File: src/rtl/wbcs_pkg.sv
// shared types and constants for the white blob centroid steering block
// no dependencies; compiled first

package wbcs_pkg;

  localparam int unsigned CfgWidth   = 13;
  localparam int unsigned ColWidth   = 12;
  localparam int unsigned CountWidth = 23;
  localparam int unsigned SumWidth   = 34;
  localparam int unsigned ChanWidth  = 8;
  localparam int unsigned CodeWidth  = 2;
  localparam int unsigned QuotBits   = 12;
  localparam int unsigned StepWidth  = 4;

  localparam logic [CfgWidth-1:0]   WidthReset = 13'd640;
  localparam logic [CfgWidth-1:0]   MaxWidth   = 13'd4096;
  localparam logic [CountWidth-1:0] MaxPixels  = 23'd4194304;
  localparam logic [ChanWidth-1:0]  WhiteLevel = 8'd255;

  typedef enum logic [CodeWidth-1:0] {
    STEER_STOP     = 2'd0,
    STEER_LEFT     = 2'd1,
    STEER_STRAIGHT = 2'd2,
    STEER_RIGHT    = 2'd3
  } steer_e;

  typedef enum logic [1:0] {
    ST_ACC,
    ST_DIV,
    ST_DONE
  } core_state_e;

  typedef enum logic [1:0] {
    DIV_IDLE,
    DIV_CHECK,
    DIV_STEP
  } div_state_e;

endpackage

File: src/rtl/wbcs_if.sv
// channel interfaces: pixel requests in, steering results out
// depends on wbcs_pkg for field widths

interface wbcs_pixel_if;
  logic                             valid;
  logic                             ready;
  logic [wbcs_pkg::ChanWidth-1:0]   red;
  logic [wbcs_pkg::ChanWidth-1:0]   green;
  logic [wbcs_pkg::ChanWidth-1:0]   blue;
  logic                             frame_end;

  modport source (output valid, red, green, blue, frame_end, input ready);
  modport sink   (input valid, red, green, blue, frame_end, output ready);
endinterface

interface wbcs_result_if;
  logic                             valid;
  logic                             ready;
  logic [wbcs_pkg::CodeWidth-1:0]   steer_code;
  logic [wbcs_pkg::ColWidth-1:0]    centroid_column;
  logic [wbcs_pkg::CountWidth-1:0]  white_total;

  modport source (output valid, steer_code, centroid_column, white_total, input ready);
  modport sink   (input valid, steer_code, centroid_column, white_total, output ready);
endinterface

File: src/rtl/wbcs_divider.sv
// iterative restoring divider: column sum over white count, clamped to 12 bits
// one shared subtractor, one quotient bit per cycle; depends on wbcs_pkg

module wbcs_divider (
  input  logic                              clk_i,
  input  logic                              rst_ni,
  input  logic                              start_i,
  input  logic [wbcs_pkg::SumWidth-1:0]     dividend_i,
  input  logic [wbcs_pkg::CountWidth-1:0]   divisor_i,
  output logic                              done_o,
  output logic [wbcs_pkg::ColWidth-1:0]     quot_o
);
  import wbcs_pkg::*;

  localparam int unsigned HiWidth = SumWidth - QuotBits;

  div_state_e              state_q, state_d;
  logic [HiWidth-1:0]      hi_q;
  logic [QuotBits-1:0]     lo_q, lo_d;
  logic [CountWidth-1:0]   den_q;
  logic [CountWidth-1:0]   rem_q, rem_d;
  logic [QuotBits-1:0]     quot_q, quot_d;
  logic [StepWidth-1:0]    step_q, step_d;
  logic                    done_q, done_d;

  // shared subtract unit
  logic [CountWidth:0]     sub_a;
  logic [CountWidth+1:0]   sub_diff;
  logic                    sub_ge;
  logic                    last_step;

  assign sub_diff  = {1'b0, sub_a} - {2'b0, den_q};
  assign sub_ge    = ~sub_diff[CountWidth+1];
  assign last_step = (step_q == StepWidth'(QuotBits - 1));

  always_comb begin
    unique case (state_q)
      DIV_IDLE:  state_d = start_i ? DIV_CHECK : DIV_IDLE;
      // quotient overflows 12 bits when the upper part alone reaches the divisor
      DIV_CHECK: state_d = sub_ge ? DIV_IDLE : DIV_STEP;
      DIV_STEP:  state_d = last_step ? DIV_IDLE : DIV_STEP;
      default:   state_d = DIV_IDLE;
    endcase
  end

  always_comb begin
    sub_a  = '0;
    rem_d  = rem_q;
    lo_d   = lo_q;
    quot_d = quot_q;
    step_d = step_q;
    done_d = 1'b0;
    unique case (state_q)
      DIV_IDLE: begin
        step_d = '0;
      end
      DIV_CHECK: begin
        sub_a = (CountWidth+1)'(hi_q);
        rem_d = CountWidth'(hi_q);
        if (sub_ge) begin
          quot_d = '1;
          done_d = 1'b1;
        end
      end
      DIV_STEP: begin
        sub_a  = {rem_q, lo_q[QuotBits-1]};
        rem_d  = sub_ge ? sub_diff[CountWidth-1:0] : sub_a[CountWidth-1:0];
        lo_d   = {lo_q[QuotBits-2:0], 1'b0};
        quot_d = {quot_q[QuotBits-2:0], sub_ge};
        step_d = step_q + StepWidth'(1);
        done_d = last_step;
      end
      default: begin
        sub_a = '0;
      end
    endcase
  end

  always_ff @(posedge clk_i or negedge rst_ni) begin
    if (!rst_ni) begin
      state_q <= DIV_IDLE;
      step_q  <= '0;
      done_q  <= 1'b0;
    end else begin
      state_q <= state_d;
      step_q  <= step_d;
      done_q  <= done_d;
    end
  end

  always_ff @(posedge clk_i) begin
    if (state_q == DIV_IDLE && start_i) begin
      hi_q   <= dividend_i[SumWidth-1:QuotBits];
      lo_q   <= dividend_i[QuotBits-1:0];
      den_q  <= divisor_i;
      quot_q <= '0;
      rem_q  <= '0;
    end else begin
      lo_q   <= lo_d;
      quot_q <= quot_d;
      rem_q  <= rem_d;
    end
  end

  assign done_o = done_q;
  assign quot_o = quot_q;

endmodule

File: src/rtl/white_blob_centroid_steer_core.sv
// top level of the white blob centroid steering block
// depends on wbcs_pkg, wbcs_if and wbcs_divider
//
// pixels arrive on pixel_i in raster order, one request per cycle while ready
// is high. a column counter wraps at the configured image width (cfg_we_i and
// cfg_wdata_i, to be written by the user only while no frame is in flight;
// the block does not enforce this. 0 acts as 1 and values above 4096 act
// as 4096). pure white pixels add their column to a running sum and one to
// a count, both saturating. the pixel flagged frame_end closes the frame:
// the accumulators clear at once and the mean is formed by the restoring
// divider, one overflow check plus one quotient bit per cycle. ready stays
// low while the divider runs (no division when no white pixel was seen;
// only the check when the mean overflows 12 bits) and until the result
// enters the output register, so no pixel is taken in that time.
// the result (steer code, mean column, white count) goes to result_o through
// an output register; if the receiver stalls, the block holds the finished
// result and keeps ready low until the register frees, so nothing is lost.
// pixels of the next frame are taken while an earlier result still waits.
// reset clears the accumulators and output valid and restores width 640.

module white_blob_centroid_steer_core (
  input  logic                            clk_i,
  input  logic                            rst_ni,
  input  logic                            cfg_we_i,
  input  logic [wbcs_pkg::CfgWidth-1:0]   cfg_wdata_i,
  wbcs_pixel_if.sink                      pixel_i,
  wbcs_result_if.source                   result_o
);
  import wbcs_pkg::*;

  core_state_e             state_q, state_d;
  logic [CfgWidth-1:0]     width_q;
  logic [CfgWidth-1:0]     width_eff;
  logic [CfgWidth-1:0]     frame_width_q;
  logic [ColWidth-1:0]     column_q, column_d;
  logic [CountWidth-1:0]   count_q, count_d;
  logic [SumWidth-1:0]     sum_q, sum_d;
  logic [CountWidth-1:0]   total_q;

  logic [ColWidth-1:0]     col_cur;
  logic [CfgWidth-1:0]     col_inc;
  logic [ColWidth-1:0]     col_next;
  logic                    white;
  logic [CountWidth-1:0]   count_upd;
  logic [SumWidth-1:0]     sum_upd;
  logic [SumWidth:0]       sum_add;

  logic                    accept;
  logic                    closing;
  logic                    div_start;
  logic                    div_done;
  logic [ColWidth-1:0]     div_quot;

  logic                    out_valid_q;
  logic [CodeWidth-1:0]    out_code_q;
  logic [ColWidth-1:0]     out_col_q;
  logic [CountWidth-1:0]   out_total_q;
  logic                    out_load;

  logic [ColWidth-1:0]     mean;
  logic [ColWidth+1:0]     mean3;
  steer_e                  code;

  always_comb begin
    if (width_q == '0) begin
      width_eff = CfgWidth'(1);
    end else if (width_q > MaxWidth) begin
      width_eff = MaxWidth;
    end else begin
      width_eff = width_q;
    end
  end

  // per-pixel accumulate
  assign col_cur  = ({1'b0, column_q} >= width_eff) ? '0 : column_q;
  assign col_inc  = {1'b0, col_cur} + CfgWidth'(1);
  assign col_next = (col_inc >= width_eff) ? '0 : col_inc[ColWidth-1:0];
  assign white    = (pixel_i.red == WhiteLevel) && (pixel_i.green == WhiteLevel) &&
                    (pixel_i.blue == WhiteLevel);
  assign sum_add  = {1'b0, sum_q} + (SumWidth+1)'(col_cur);

  always_comb begin
    count_upd = count_q;
    sum_upd   = sum_q;
    if (white && count_q < MaxPixels) begin
      count_upd = count_q + CountWidth'(1);
      sum_upd   = sum_add[SumWidth] ? '1 : sum_add[SumWidth-1:0];
    end
  end

  assign accept    = pixel_i.valid && pixel_i.ready;
  assign closing   = accept && pixel_i.frame_end;
  assign div_start = closing && (count_upd != '0);

  always_comb begin
    column_d = column_q;
    count_d  = count_q;
    sum_d    = sum_q;
    if (closing) begin
      column_d = '0;
      count_d  = '0;
      sum_d    = '0;
    end else if (accept) begin
      column_d = col_next;
      count_d  = count_upd;
      sum_d    = sum_upd;
    end
  end

  wbcs_divider u_divider (
    .clk_i      (clk_i),
    .rst_ni     (rst_ni),
    .start_i    (div_start),
    .dividend_i (sum_upd),
    .divisor_i  (count_upd),
    .done_o     (div_done),
    .quot_o     (div_quot)
  );

  // steering decision: mean < w/3 iff 3*mean+3 <= w, mean > 2w/3 iff 3*mean > 2w
  assign mean  = (total_q == '0) ? '0 : div_quot;
  assign mean3 = {1'b0, mean, 1'b0} + (ColWidth+2)'(mean);

  always_comb begin
    if (total_q == '0) begin
      code = STEER_STOP;
    end else if ({1'b0, mean3} + (ColWidth+3)'(3) <= (ColWidth+3)'(frame_width_q)) begin
      code = STEER_LEFT;
    end else if (mean3 > {frame_width_q, 1'b0}) begin
      code = STEER_RIGHT;
    end else begin
      code = STEER_STRAIGHT;
    end
  end

  // next state
  always_comb begin
    unique case (state_q)
      ST_ACC: begin
        if (div_start) begin
          state_d = ST_DIV;
        end else if (closing) begin
          state_d = ST_DONE;
        end else begin
          state_d = ST_ACC;
        end
      end
      ST_DIV:  state_d = div_done ? ST_DONE : ST_DIV;
      ST_DONE: state_d = (!out_valid_q || result_o.ready) ? ST_ACC : ST_DONE;
      default: state_d = ST_ACC;
    endcase
  end

  // state outputs
  always_comb begin
    pixel_i.ready = 1'b0;
    out_load      = 1'b0;
    unique case (state_q)
      ST_ACC:  pixel_i.ready = 1'b1;
      ST_DIV:  pixel_i.ready = 1'b0;
      ST_DONE: out_load      = !out_valid_q || result_o.ready;
      default: pixel_i.ready = 1'b0;
    endcase
  end

  always_ff @(posedge clk_i or negedge rst_ni) begin
    if (!rst_ni) begin
      state_q     <= ST_ACC;
      width_q     <= WidthReset;
      column_q    <= '0;
      count_q     <= '0;
      sum_q       <= '0;
      out_valid_q <= 1'b0;
    end else begin
      state_q  <= state_d;
      column_q <= column_d;
      count_q  <= count_d;
      sum_q    <= sum_d;
      if (cfg_we_i) begin
        width_q <= cfg_wdata_i;
      end
      if (out_load) begin
        out_valid_q <= 1'b1;
      end else if (result_o.ready) begin
        out_valid_q <= 1'b0;
      end
    end
  end

  always_ff @(posedge clk_i) begin
    if (closing) begin
      total_q       <= count_upd;
      frame_width_q <= width_eff;
    end
    if (out_load) begin
      out_code_q  <= code;
      out_col_q   <= mean;
      out_total_q <= total_q;
    end
  end

  assign result_o.valid           = out_valid_q;
  assign result_o.steer_code      = out_code_q;
  assign result_o.centroid_column = out_col_q;
  assign result_o.white_total     = out_total_q;

endmodule

File: src/flat_wrapper.sv
// flat-port wrapper written by rule: the top's interface ports become plain ports
module white_blob_centroid_steer_core_flat import wbcs_pkg::*;
  (clk_i, rst_ni, cfg_we_i, cfg_wdata_i, pixel_i_valid, pixel_i_red, pixel_i_green, pixel_i_blue, pixel_i_frame_end, pixel_i_ready, result_o_valid, result_o_steer_code, result_o_centroid_column, result_o_white_total, result_o_ready);
  wbcs_pixel_if pixel_i_i ();
  wbcs_result_if result_o_i ();
  input  logic clk_i;
  input  logic rst_ni;
  input  logic cfg_we_i;
  input  logic [wbcs_pkg::CfgWidth-1:0] cfg_wdata_i;
  input wire logic [$bits(pixel_i_i.valid)-1:0] pixel_i_valid;
  input wire logic [$bits(pixel_i_i.red)-1:0] pixel_i_red;
  input wire logic [$bits(pixel_i_i.green)-1:0] pixel_i_green;
  input wire logic [$bits(pixel_i_i.blue)-1:0] pixel_i_blue;
  input wire logic [$bits(pixel_i_i.frame_end)-1:0] pixel_i_frame_end;
  output wire logic [$bits(pixel_i_i.ready)-1:0] pixel_i_ready;
  output wire logic [$bits(result_o_i.valid)-1:0] result_o_valid;
  output wire logic [$bits(result_o_i.steer_code)-1:0] result_o_steer_code;
  output wire logic [$bits(result_o_i.centroid_column)-1:0] result_o_centroid_column;
  output wire logic [$bits(result_o_i.white_total)-1:0] result_o_white_total;
  input wire logic [$bits(result_o_i.ready)-1:0] result_o_ready;
  assign pixel_i_i.valid = pixel_i_valid;
  assign pixel_i_i.red = pixel_i_red;
  assign pixel_i_i.green = pixel_i_green;
  assign pixel_i_i.blue = pixel_i_blue;
  assign pixel_i_i.frame_end = pixel_i_frame_end;
  assign pixel_i_ready = pixel_i_i.ready;
  assign result_o_valid = result_o_i.valid;
  assign result_o_steer_code = result_o_i.steer_code;
  assign result_o_centroid_column = result_o_i.centroid_column;
  assign result_o_white_total = result_o_i.white_total;
  assign result_o_i.ready = result_o_ready;
  white_blob_centroid_steer_core u_core (.clk_i(clk_i), .rst_ni(rst_ni), .cfg_we_i(cfg_we_i), .cfg_wdata_i(cfg_wdata_i), .pixel_i(pixel_i_i), .result_o(result_o_i));
endmodule
File: config.mk
export PLATFORM = sky130hd
export DESIGN_NAME = white_blob_centroid_steer_core_flat
export DESIGN_NICKNAME = d
export VERILOG_FILES = /design/src/rtl/wbcs_pkg.sv /design/src/rtl/wbcs_if.sv /design/src/rtl/wbcs_divider.sv /design/src/rtl/white_blob_centroid_steer_core.sv /design/src/flat_wrapper.sv
export SDC_FILE = /design/constraint.sdc
export NUM_CORES = 1
export LEC_CHECK = 0
export ABC_AREA = 1
export BUFFER_PORTS_ARGS = -buffer_cell sky130_fd_sc_hd__buf_4
export CAP_MARGIN = 30
export CORE_AREA = 4 4 171 173
export CTS_CLUSTER_DIAMETER = 120
export DETAILED_ROUTE_END_ITERATION = 10
export DIE_AREA = 0 0 175 177
export GPL_TIMING_DRIVEN = 0
export PLACE_DENSITY = 0.87
export SLEW_MARGIN = 0
export SYNTH_ARGS = -nofsm -noshare
export SYNTH_HDL_FRONTEND = slang
export SYNTH_SLANG_ARGS = --single-unit
File: constraint.sdc
create_clock -name clk_i -period 7.5 [get_ports clk_i]
set_clock_uncertainty 0.05 [all_clocks]
set_input_delay 0.75 -clock clk_i [delete_from_list [all_inputs] [get_ports clk_i]]
set_output_delay 0.75 -clock clk_i [all_outputs]
set_load 0.005 [all_outputs]
# Word level (Yosys, flattened, before mapping)

Cells that the tools add are included.
W data, S select, Z words.

Register bits: 257
Latch bits: 0
RAM bits: 0
Memory bits (read-only): 0
Input port bits: 43
Output and inout bits: 39
Word-level logic and storage cells: 103
Memories kept: 0

Add/subtract/negate cells: 7
Multiply operators: 0
Divide/modulo/power cells: 0
Order comparisons: 6
Equal/unequal tests: 9
Shift operators: 0
Mux-type cells: 39
Bitwise operators: 1
Reduce and logical (&&, ||, !) cells: 21

Operators with widths:

| kind                    | number |
|---|---|
| $mux W34                | 4 |
| $mux W12                | 8 |
| $mux W23                | 4 |
| $pmux W24 S2            | 1 |
| $pmux W23 S2            | 1 |
| $add A34 B12 Y35        | 1 |
| $mux W13                | 2 |
| $sub A24 B23 Y25        | 1 |
| $eq A8 B8 Y1 const B    | 3 |
| $pmux W12 S2            | 1 |
| $add A23 B1 Y23 const B | 1 |
| $logic_not A23 Y1       | 1 |
| $lt A23 B23 Y1 const B  | 1 |
| $reduce_bool A23 Y1     | 1 |
| $add A14 B2 Y15 const B | 1 |
| $le A15 B13 Y1          | 1 |
| $add A13 B12 Y14        | 1 |
| $gt A14 B14 Y1          | 1 |
| $add A12 B1 Y13 const B | 1 |
| $ge A12 B13 Y1          | 1 |
| $ge A13 B13 Y1          | 1 |
| $gt A13 B13 Y1 const B  | 1 |
| $logic_not A13 Y1       | 1 |
| $mux W2                 | 6 |
| 17 further kinds        | 38 |

# Logic depth before layout (Yosys ltp)

Gate-level depths: netlist (run 1).

Word-level depth: 10
Gate-level depth with buffers: 32
Gate-level depth less buffers: 31

# Cells and area by module

From an unflattened synthesis (run 1), not the netlist that was laid out.

Cells, all modules: 2230
Area, all modules: 16842.4 µm²

Modules (own cells, without submodules):

| module                         | times used | cells an instance | area an instance (µm²) | sequential area each (µm²) |
|---|---|---|---|---|
| white_blob_centroid_steer_core | 1          | 1454              | 10974.3                | 4321.6 |
| wbcs_divider                   | 1          | 776               | 5868.1                 | 2587.5 |

# Least setup slack after synthesis (run 1)

No wires, ideal clock.

Path kind: register -> register
From: reg u_core.width_q[5]
To: reg u_core.u_divider.lo_q[9] (data pin)
Data arrival time: 4.315 ns
Slack: 2.995 ns
Cell stages (with the launch flop): 28
Cell sequence: dfrtp_1 > nor4_1 > nand4_1 > nand2_1 > inv_1 > nor2_1 > inv_1 > ha_1 > a21oi_1 > o21ai_0 > a21oi_1 > nand3_2 > buf_2 > nor2_1 > ha_1 > inv_1 > fa_1 > inv_1 > nand2_1 > o21ai_0 > nand3_1 > nand2_1 > nand2_1 > nand2_1 > inv_1 > a21oi_1 > nand4_1 > nand2_1

Cells in the longest elaborated chain, start to end: 9
Elaborated cells between the ends (all ways): 10
Classes of those cells: 1 x add/sub; 2 x order compare; 6 x mux; 1 x reduce/logical

RTL lines:

| element                 | line                                  | source |
|---|---|---|
| from (decl)             | white_blob_centroid_steer_core.sv:32  | `logic [CfgWidth-1:0] width_q;` |
| from (signal assigned)  | white_blob_centroid_steer_core.sv:169 | `width_q <= WidthReset;` |
| from (signal assigned)  | white_blob_centroid_steer_core.sv:180 | `width_q <= cfg_wdata_i;` |
| $gt A13 B13 Y1          | white_blob_centroid_steer_core.sv:67  | `end else if (width_q > MaxWidth) begin` |
| $mux W13                | white_blob_centroid_steer_core.sv:67  |  |
| $mux W13 (*)            | white_blob_centroid_steer_core.sv:65  | `if (width_q == '0) begin` |
| net u_core.width_eff[6] | white_blob_centroid_steer_core.sv:33  | `logic [CfgWidth-1:0] width_eff;` |
| $ge A12 B13 Y1 (*)      | white_blob_centroid_steer_core.sv:75  | `assign col_cur = ({1'b0, column_q} >= width_eff) ? '0 : column_q;` |
| $mux W12 (*)            | white_blob_centroid_steer_core.sv:75  |  |
| $add A34 B12 Y35 (*)    | white_blob_centroid_steer_core.sv:80  | `assign sum_add = {1'b0, sum_q} + (SumWidth+1)'(col_cur);` |
| $mux W34 (*)            | white_blob_centroid_steer_core.sv:87  | `sum_upd = sum_add[SumWidth] ? '1 : sum_add[SumWidth-1:0];` |
| $mux W34 (*)            | white_blob_centroid_steer_core.sv:85  | `if (white && count_q < MaxPixels) begin` |
| $mux W12 (*)            | wbcs_divider.sv:92                    | `if (state_q == DIV_IDLE && start_i) begin` |
| to (signal assigned)    | wbcs_divider.sv:94                    | `lo_q <= dividend_i[QuotBits-1:0];` |
| to (signal assigned)    | wbcs_divider.sv:99                    | `lo_q <= lo_d;` |
| to (decl)               | wbcs_divider.sv:19                    | `logic [QuotBits-1:0] lo_q, lo_d;` |

Mark *: on every way through the listed nets, which the timed path passes. The rest lies on a longest branch.
A chain may end at the register's enable or synchronous reset.

# Final worst setup path (run 1)

From: reg u_core.width_q[8]
To: reg u_core.sum_q[15]

Cells in the longest elaborated chain, start to end: 10
Elaborated cells between the ends (all ways): 11
Classes of those cells: 1 x add/sub; 2 x order compare; 7 x mux; 1 x reduce/logical

RTL lines:

| element                 | line                                  | source |
|---|---|---|
| $gt A13 B13 Y1          | white_blob_centroid_steer_core.sv:67  |  |
| $mux W13                | white_blob_centroid_steer_core.sv:67  |  |
| $mux W13 (*)            | white_blob_centroid_steer_core.sv:65  |  |
| net u_core.width_eff[4] | white_blob_centroid_steer_core.sv:33  |  |
| $ge A12 B13 Y1 (*)      | white_blob_centroid_steer_core.sv:75  |  |
| $mux W12 (*)            | white_blob_centroid_steer_core.sv:75  |  |
| $add A34 B12 Y35 (*)    | white_blob_centroid_steer_core.sv:80  |  |
| $mux W34 (*)            | white_blob_centroid_steer_core.sv:87  |  |
| $mux W34 (*)            | white_blob_centroid_steer_core.sv:85  |  |
| net u_core.sum_upd[15]  | white_blob_centroid_steer_core.sv:45  | `logic [SumWidth-1:0] sum_upd;` |
| $mux W34 (*)            | white_blob_centroid_steer_core.sv:103 | `end else if (accept) begin` |
| $mux W34 (*)            | white_blob_centroid_steer_core.sv:99  | `if (closing) begin` |
| to (signal assigned)    | white_blob_centroid_steer_core.sv:178 | `sum_q <= sum_d;` |
| to (decl)               | white_blob_centroid_steer_core.sv:37  | `logic [SumWidth-1:0] sum_q, sum_d;` |

Mark *: on every way through the listed nets, which the timed path passes. The rest lies on a longest branch. The select of a mux whose other input is x is not followed.

==> out/results.ini, run 1 <==
[synth]
syn-num-nets = 2344
synth_edf_count = 130
yosys.area_share.simple_pct = 28.1
synth_area_per_cell_sq_um = 7.54
synthAdderAreaFrac_pct = 8.39
synth_top_cell_by_area = edfxtp_1
yosys-top-cells-area = edfxtp_1 24%, nand2_1 15%, dfrtp_1 14%
synth_top_flop_cell = edfxtp_1
synth_top_area_share_pct = 23.6
synth-xor-area-share_pct = 2.92
yosysWarnings = 0
syn_inst = 2192
ys_seq_elements = 257
synth_compound_area_share_pct = 10.2
synthMuxAreaShare_pct = 0
synthArstFlopShare_pct = 35.8
synth_top_family_by_area = simple AND/OR/NAND/NOR gates
synth_area_sq_um = 16500
synth.distinct_cells = 56
synth-seq-area-share_pct = 41.8

[critical_path]
cp_slowest_cell = dfrtp_1
worstSetupPathType = reg -> reg
worstPathRequired_ns = 7.91
worst-path-max-fanout = 10
crit_family = simple AND/OR/NAND/NOR gates
critPathBufInv = 7
cp_slowest_stage_delay_ns = 0.38
cpMostUsedCell = nand2_1
cp-start-kind = register
arrival_ns = 6.25
endpoint_kind = register

[final_layout]
syn2layout_area_growth_pct = 12.8
nets = 2458
mostFrequentLayoutCell = nand2_1
drive_gt1_share_pct = 7.86
final_cells = 2707
layout_common_cells = 676 x nand2_1, 307 x inv_1, 202 x nor2_1

[cts]
root_buffer = clkbuf_16
ctsHoldBuffers = 0
cts_buffers = 28
htreeDepth = 1
clock_sinks = 257
worstSkewPairLatency_ns = 0.58
cts_buffer_depth = 3
postCtsSetupBuffers = 0
cts_tree = done
cts_resized = 0
path_clk_slew_ns = 0.06

[timing]
max_slew.worst_pin.slew_ns = 0.942
relSlewSlack_pct = 37.1
setup_viol = 0
rsz0062_at_grt = false
finalCritPeriodShare_pct = 77.9
fin_setup_tns_ns = 0
fin_crit_ns = 5.84
hold_viol = 0
slew_violations = 0
fmax_mhz = 171
fin_hold_ws_ns = 0.134

[grt]
grt_pass1_vias = 15000
grt_use_total_pct = 28.9
grt_max_degree = 55
grt_pass1_wl_um = 73600
gr-total-overflow = 0
antenna_found_initial = 1

[drt]
vias = 15400
drt_iter0_drc = 1623
wirelength_um = 45100
drcViolationCount = 0
first_pass_iters = 6
antenna_left = 0
wl_per_cell_um = 16.7
vias_per_cell = 5.70

[job]
drv_cap = 0

[power]
total_power_uw = 6810
p_leak_uw = 0.00906
ir_worst_vdd_uv = 262
p_per_area_nw_per_um2 = 366

[placed_design]
place.gp.congestion = 0.989
dp_cells = 2654
dp.final_hpwl_um = 34600
portBuffers = 81

[floorplanning]
die_h_um = 177
die_area_sq_um = 31000
ios = 82
core_area_sq_um = 27600
die_width_um = 175
initial_core_util_pct = 59.8
rows = 61

[worst_hold_path]
hold_path.class = in -> async

[outcome]
outcome = complete, no violations

==> synthesized netlist by cell type (10+ instances only) <==
master	number
o22ai_1	23
edfxtp_1	130
inv_1	308
a22o_1	14
a21oi_1	82
xor2_1	37
nor2_1	203
clkbuf_1	30
dfrtp_1	90
nand3_1	110
nand2_1	676
o21ai_0	129
nand4_1	50
ha_1	106
nor3_1	28
dfxtp_1	35
xnor2_1	18
buf_2	10
==> through the flow <==
step                      util [%]  cell area (sq um)  worst slack, ns
after floorplan                  -              16500             3.00
after global placement        63.7              17600             1.99
after detailed placement      64.0              17700             1.87
after CTS                     67.4              18600             1.82
after global routing          67.4              18600             1.02
final                         67.4              18600             1.66
==> layout make-up <==
class,count,area (sq um)
fill,2264,8990
tap,378,473
timing repair buffer,84,691
buffer,49,240
multi-input combinational,1571,8200
clock buffer,31,722
antenna,1,2.50
sequential,257,6910
inverter,315,1180
clock inverter,21,219
==> worst paths after layout <==
kind / endpoint / startpoint / slack [ns] / depth (start not counted)
worst max-delay path: u_core.sum_q[15]$_DFFE_PN0P_ / u_core.width_q[8]$_DFFE_PN0P_ / 1.66 / 30
worst min-delay path: u_core.column_q[7]$_DFFE_PN0P_ / rst_ni / 0.13 / 1
worst max register to register: u_core.sum_q[15]$_DFFE_PN0P_ / u_core.width_q[8]$_DFFE_PN0P_ / 1.66 / 30
worst min register to register: u_core.result_o.white_total[22]$_DFFE_PP_ / u_core.total_q[22]$_DFFE_PP_ / 0.40 / 0
max in group asynchronous: u_core.u_divider.state_q[0]$_DFF_PN0_ / rst_ni / 6.58 / 2
min in group clk_i: u_core.width_q[10]$_DFFE_PN0P_ / cfg_wdata_i[10] / 0.33 / 3
==> power by group <==
part | internal (uW) | switching, uW | leakage (uW)
sequential | 1840 | 206 | 0.00274
clock | 781 | 611 | 0.000463
combinational | 1130 | 2240 | 0.00585
total | 3760 | 3050 | 0.00906
==> cell families after synthesis <==
group / count (synthesis)
xor+xnor: 55
flops: 257
buf+inv: 364
fa+ha+maj: 109
compound gates: 296
simple gates: 1111
==> worst reg2reg max path, delay by kind of cell, from the launching register on <==
kind	cells	cell delay, ns
flip-flops	1	0.38
AO/OA/AOI/OAI	5	0.95
AND/OR/NAND/NOR	15	2.33
buffers and inverters	7	1.05
adder cells (fa/ha/maj)	3	0.97
==> metal layers <==
metal,track usage [%],vias to the layer above,part of all wire [%]
li1,-,7404,-
met3,3.23,154,7.2
met1,36.6,7161,40
met5,0,-,0
met4,12.2,0,4.6
met2,50.6,710,48
==> flip-flops by register name (all words and copies together) (netlist names), 4 cells and up <==
register / flops
u_core.u_divider.lo_q: 12
u_core.total_q: 23
u_core.frame_width_q: 13
u_core.result_o.centroid_column: 12
u_core.u_divider.den_q: 23
u_core.column_q: 12
u_core.sum_q: 34
u_core.u_divider.rem_q: 23
u_core.u_divider.hi_q: 22
u_core.u_divider.step_q: 4
u_core.result_o.white_total: 23
u_core.count_q: 23
u_core.u_divider.quot_o: 12
u_core.width_q: 13
Note: power is estimated with default switching activity, not from simulation.
==> run 2: changes to the inputs <==
==> constraint.sdc (replaced) <==
create_clock -name clk_i -period 6.1 [get_ports clk_i]
set_clock_uncertainty 0.05 [all_clocks]
set_input_delay 0.61 -clock clk_i [delete_from_list [all_inputs] [get_ports clk_i]]
set_output_delay 0.61 -clock clk_i [all_outputs]
set_load 0.005 [all_outputs]
==> run 2 against run 1 <==
Effect of this change: critical path depth is 3 lower; core utilization increased by 0.077 points; register-to-register slack lost 1.1 ns; cell count barely moved; first-iteration DRC count grew 8.9%; die area unchanged; sequential share of layout area about the same; design area is 0.11% higher; via count about the same; routed wire length about the same; fmax rose by 5.2%; worst setup slack lost 1.1 ns; critical path type unchanged; largest power group unchanged; highest routed layer unchanged.
==> out/results.ini, run 2 (synthesis gave the netlist of run 1 again) <==
[timing]
finalCritPeriodShare_pct = 91.0  ; was 77.9%
fin_setup_tns_ns = 0  ; unchanged
rsz0062_at_grt = false  ; unchanged
fmax_mhz = 180  ; was 171 MHz
fin_crit_ns = 5.55  ; was 5.84 ns
slew_violations = 0  ; unchanged
max_slew.worst_pin.slew_ns = 0.950  ; was 0.942 ns
relSlewSlack_pct = 36.6  ; was 37.1%
setup_viol = 0  ; unchanged
hold_viol = 0  ; unchanged
worst_slack_ns = 0.552  ; was 1.66 ns

[floorplanning]
die_width_um = 175  ; unchanged
die_h_um = 177  ; unchanged
initial_core_util_pct = 59.8  ; unchanged
core_area_sq_um = 27600  ; unchanged
die_area_sq_um = 31000  ; unchanged
ios = 82  ; unchanged
rows = 61  ; unchanged

[critical_path]
endpoint_kind = register  ; unchanged
worstSetupPathType = reg -> reg  ; unchanged
cp-start-kind = register  ; unchanged
worstPathRequired_ns = 6.48  ; was 7.91 ns
rr_startpoint = u_core.width_q[8]$_DFFE_PN0P_  ; unchanged
arrival_ns = 5.92  ; was 6.25 ns
worstReg2RegEnd = u_core.column_q[4]$_DFFE_PN0P_  ; was u_core.sum_q[15]$_DFFE_PN0P_
ff2ff_path_depth = 27  ; was 30
rrSetupSlack_ns = 0.55  ; was 1.66 ns
worst-path-max-fanout = 10  ; unchanged

[final_layout]
postLayoutCellArea_sq_um = 18700  ; was 18,600 sq um
syn2layout_area_growth_pct = 12.9  ; was 12.8%
layout_common_cells = 676 x nand2_1, 307 x inv_1, 201 x nor2_1  ; was 676 x nand2_1, 307 x inv_1, 202 x nor2_1
mostFrequentLayoutCell = nand2_1  ; unchanged
drive_gt1_share_pct = 8.03  ; was 7.86%
nets = 2459  ; was 2,458
largest_register_ffs = 34  ; unchanged
final_cells = 2708  ; was 2,707
largest_register = u_core.sum_q  ; unchanged

[power]
intPower_uw = 4620  ; was 3760 uW
switchingPower_uw = 3750  ; was 3050 uW
p_leak_uw = 0.00906  ; about the same
switching_share_pct = 44.8  ; about the same
comb_power_share_pct = 49.5  ; about the same
p_per_area_nw_per_um2 = 449  ; was 366 nW/um^2
power_frac_seq_pct = 30.1  ; about the same
pwr-share-clk_pct = 20.4  ; about the same
ir_worst_vdd_uv = 322  ; was 262 uV

[cts]
cts_buffer_depth = 3  ; unchanged
htreeDepth = 1  ; unchanged
path_clk_slew_ns = 0.06  ; about the same
cts_tree = done  ; unchanged
cts_buffers = 28  ; unchanged
worstSkewPairLatency_ns = 0.58  ; about the same
root_buffer = clkbuf_16  ; unchanged
clock_sinks = 257  ; unchanged

[outcome]
outcome = complete, no violations  ; unchanged

[placed_design]
portBuffers = 81  ; unchanged
dp_cells = 2654  ; unchanged
post-place-ws_ns = 0.465  ; was 1.87 ns
place.gp.congestion = 0.989  ; unchanged
postPlaceCellArea_sq_um = 17700  ; unchanged
dp.final_hpwl_um = 34600  ; unchanged

[worst_hold_path]
min_path_cells = 3
min_to = u_core.width_q[10]$_DFFE_PN0P_
hold_path.class = in -> reg  ; was in -> async
hp-start = cfg_wdata_i[10]

[drt]
wirelength_um = 45100  ; about the same
first_pass_iters = 6  ; unchanged
vias = 15400  ; about the same
vias_per_cell = 5.70  ; about the same
drt_iter0_drc = 1767  ; was 1,623
drcViolationCount = 0  ; unchanged
wl_per_cell_um = 16.7  ; about the same
antenna_left = 0  ; unchanged

[grt]
gr-total-overflow = 0  ; unchanged
antenna_found_initial = 1  ; unchanged
grt_pass1_vias = 15000  ; about the same
grt_use_total_pct = 28.9  ; about the same
grt_pass1_wl_um = 73600  ; about the same
grt_max_degree = 55  ; unchanged

[job]
drv_cap = 0  ; unchanged

## run 2: changes by cell type in the layout (fill, tap and decap cells not counted)
| cell | before | now |
|---|---|---|
| clkbuf_1 | 31 | 30 |
| nor2_1 | 202 | 201 |
| dlygate4sd3_1 | 0 | 1 |
| o21bai_1 | 5 | 4 |
| o21ai_0 | 129 | 128 |
| o21ai_2 | 2 | 3 |
| nor2_2 | 4 | 5 |
| clkbuf_2 | 2 | 3 |
| o21bai_2 | 0 | 1 |
## run 2: worst max-delay path by stage
stage	start	slack (ns)	cells past startpoint	to
CTS	u_core.width_q[8]$_DFFE_PN0P_	0.42	30	u_core.sum_q[15]$_DFFE_PN0P_
global placement	u_core.width_q[8]$_DFFE_PN0P_	0.59	30	u_core.sum_q[15]$_DFFE_PN0P_
floorplan	u_core.width_q[5]$_DFFE_PN0P_	1.60	27	u_core.u_divider.lo_q[9]$_DFFE_PP_
finish	u_core.width_q[8]$_DFFE_PN0P_	0.55	27	u_core.column_q[4]$_DFFE_PN0P_
detailed placement	u_core.width_q[8]$_DFFE_PN0P_	0.47	30	u_core.sum_q[15]$_DFFE_PN0P_
global route	u_core.width_q[8]$_DFFE_PN0P_	0.04	27	u_core.column_q[4]$_DFFE_PN0P_
## run 2: through the flow
stage	utilization, %	hold slack [ns]	total power (uW)
2_1_floorplan	-	0.264	5470
3_3_place_gp	63.7	0.379	6340
3_5_place_dp	64.0	0.382	6550
4_1_cts	67.5	0.182	8300
5_1_grt	67.5	0.200	9040
6_report	67.5	0.190	8370
## run 2: power by group through the flow
| stage | Combinational [uW] | Sequential (uW) | Clock, uW |
|---|---|---|---|
| after floorplan | 3010 | 2460 | 0 |
| after global placement | 3820 | 2520 | 0 |
| after detailed placement | 4020 | 2530 | 0 |
| after CTS | 4070 | 2510 | 1720 |
| after global routing | 4690 | 2540 | 1800 |
| final | 4140 | 2520 | 1710 |
## run 2: critical path, stage by stage (launching register included)
cell      delay (ns)
dfrtp_1         0.38
nor4_1          0.33
nand4_1         0.16
nand2_1         0.11
inv_1           0.11
nor2_1          0.23
inv_1           0.12
ha_1            0.30
nand2_1         0.09
o21ai_0         0.09
a21oi_1         0.24
nand3_2         0.23
buf_2           0.26
nor2_2          0.21
ha_1            0.24
nand2_1         0.17
nor2_1          0.24
nand3_1         0.15
and2_1          0.22
ha_1            0.30
nand2_1         0.09
nor4b_1         0.31
nand4_1         0.13
nand3_1         0.16
nor2_1          0.08
clkbuf_2        0.21
nand2_1         0.10
o21ai_0         0.08
## run 2: final cells by class
type	count	area (sq um)
plain buffers	49	241
flip-flops and latches	257	6910
clock inverters	21	219
fillers	2265	8970
inverters	315	1180
well taps	378	473
clock buffers	31	722
diodes	1	2.50
repair buffers	85	701
multi-input cells	1571	8210
## run 2: metal layers
| layer | vias up | global-route usage, % | wire [um] |
|---|---|---|---|
| li1 | 7410 | - | - |
| met1 | 7165 | 36.6 | 18100 |
| met2 | 720 | 50.6 | 21600 |
| met3 | 148 | 3.23 | 3340 |
| met4 | 0 | 12.2 | 2040 |
| met5 | - | 0 | 0 |
## run 2: repair_timing
item / CTS / global route
endpoints found under the hold margin: 4 / 0
endpoints found under the setup margin: 0 / 52
resized for setup: 0 / 6
buffers inserted: 0 / 0
hold buffers: 1 / 0
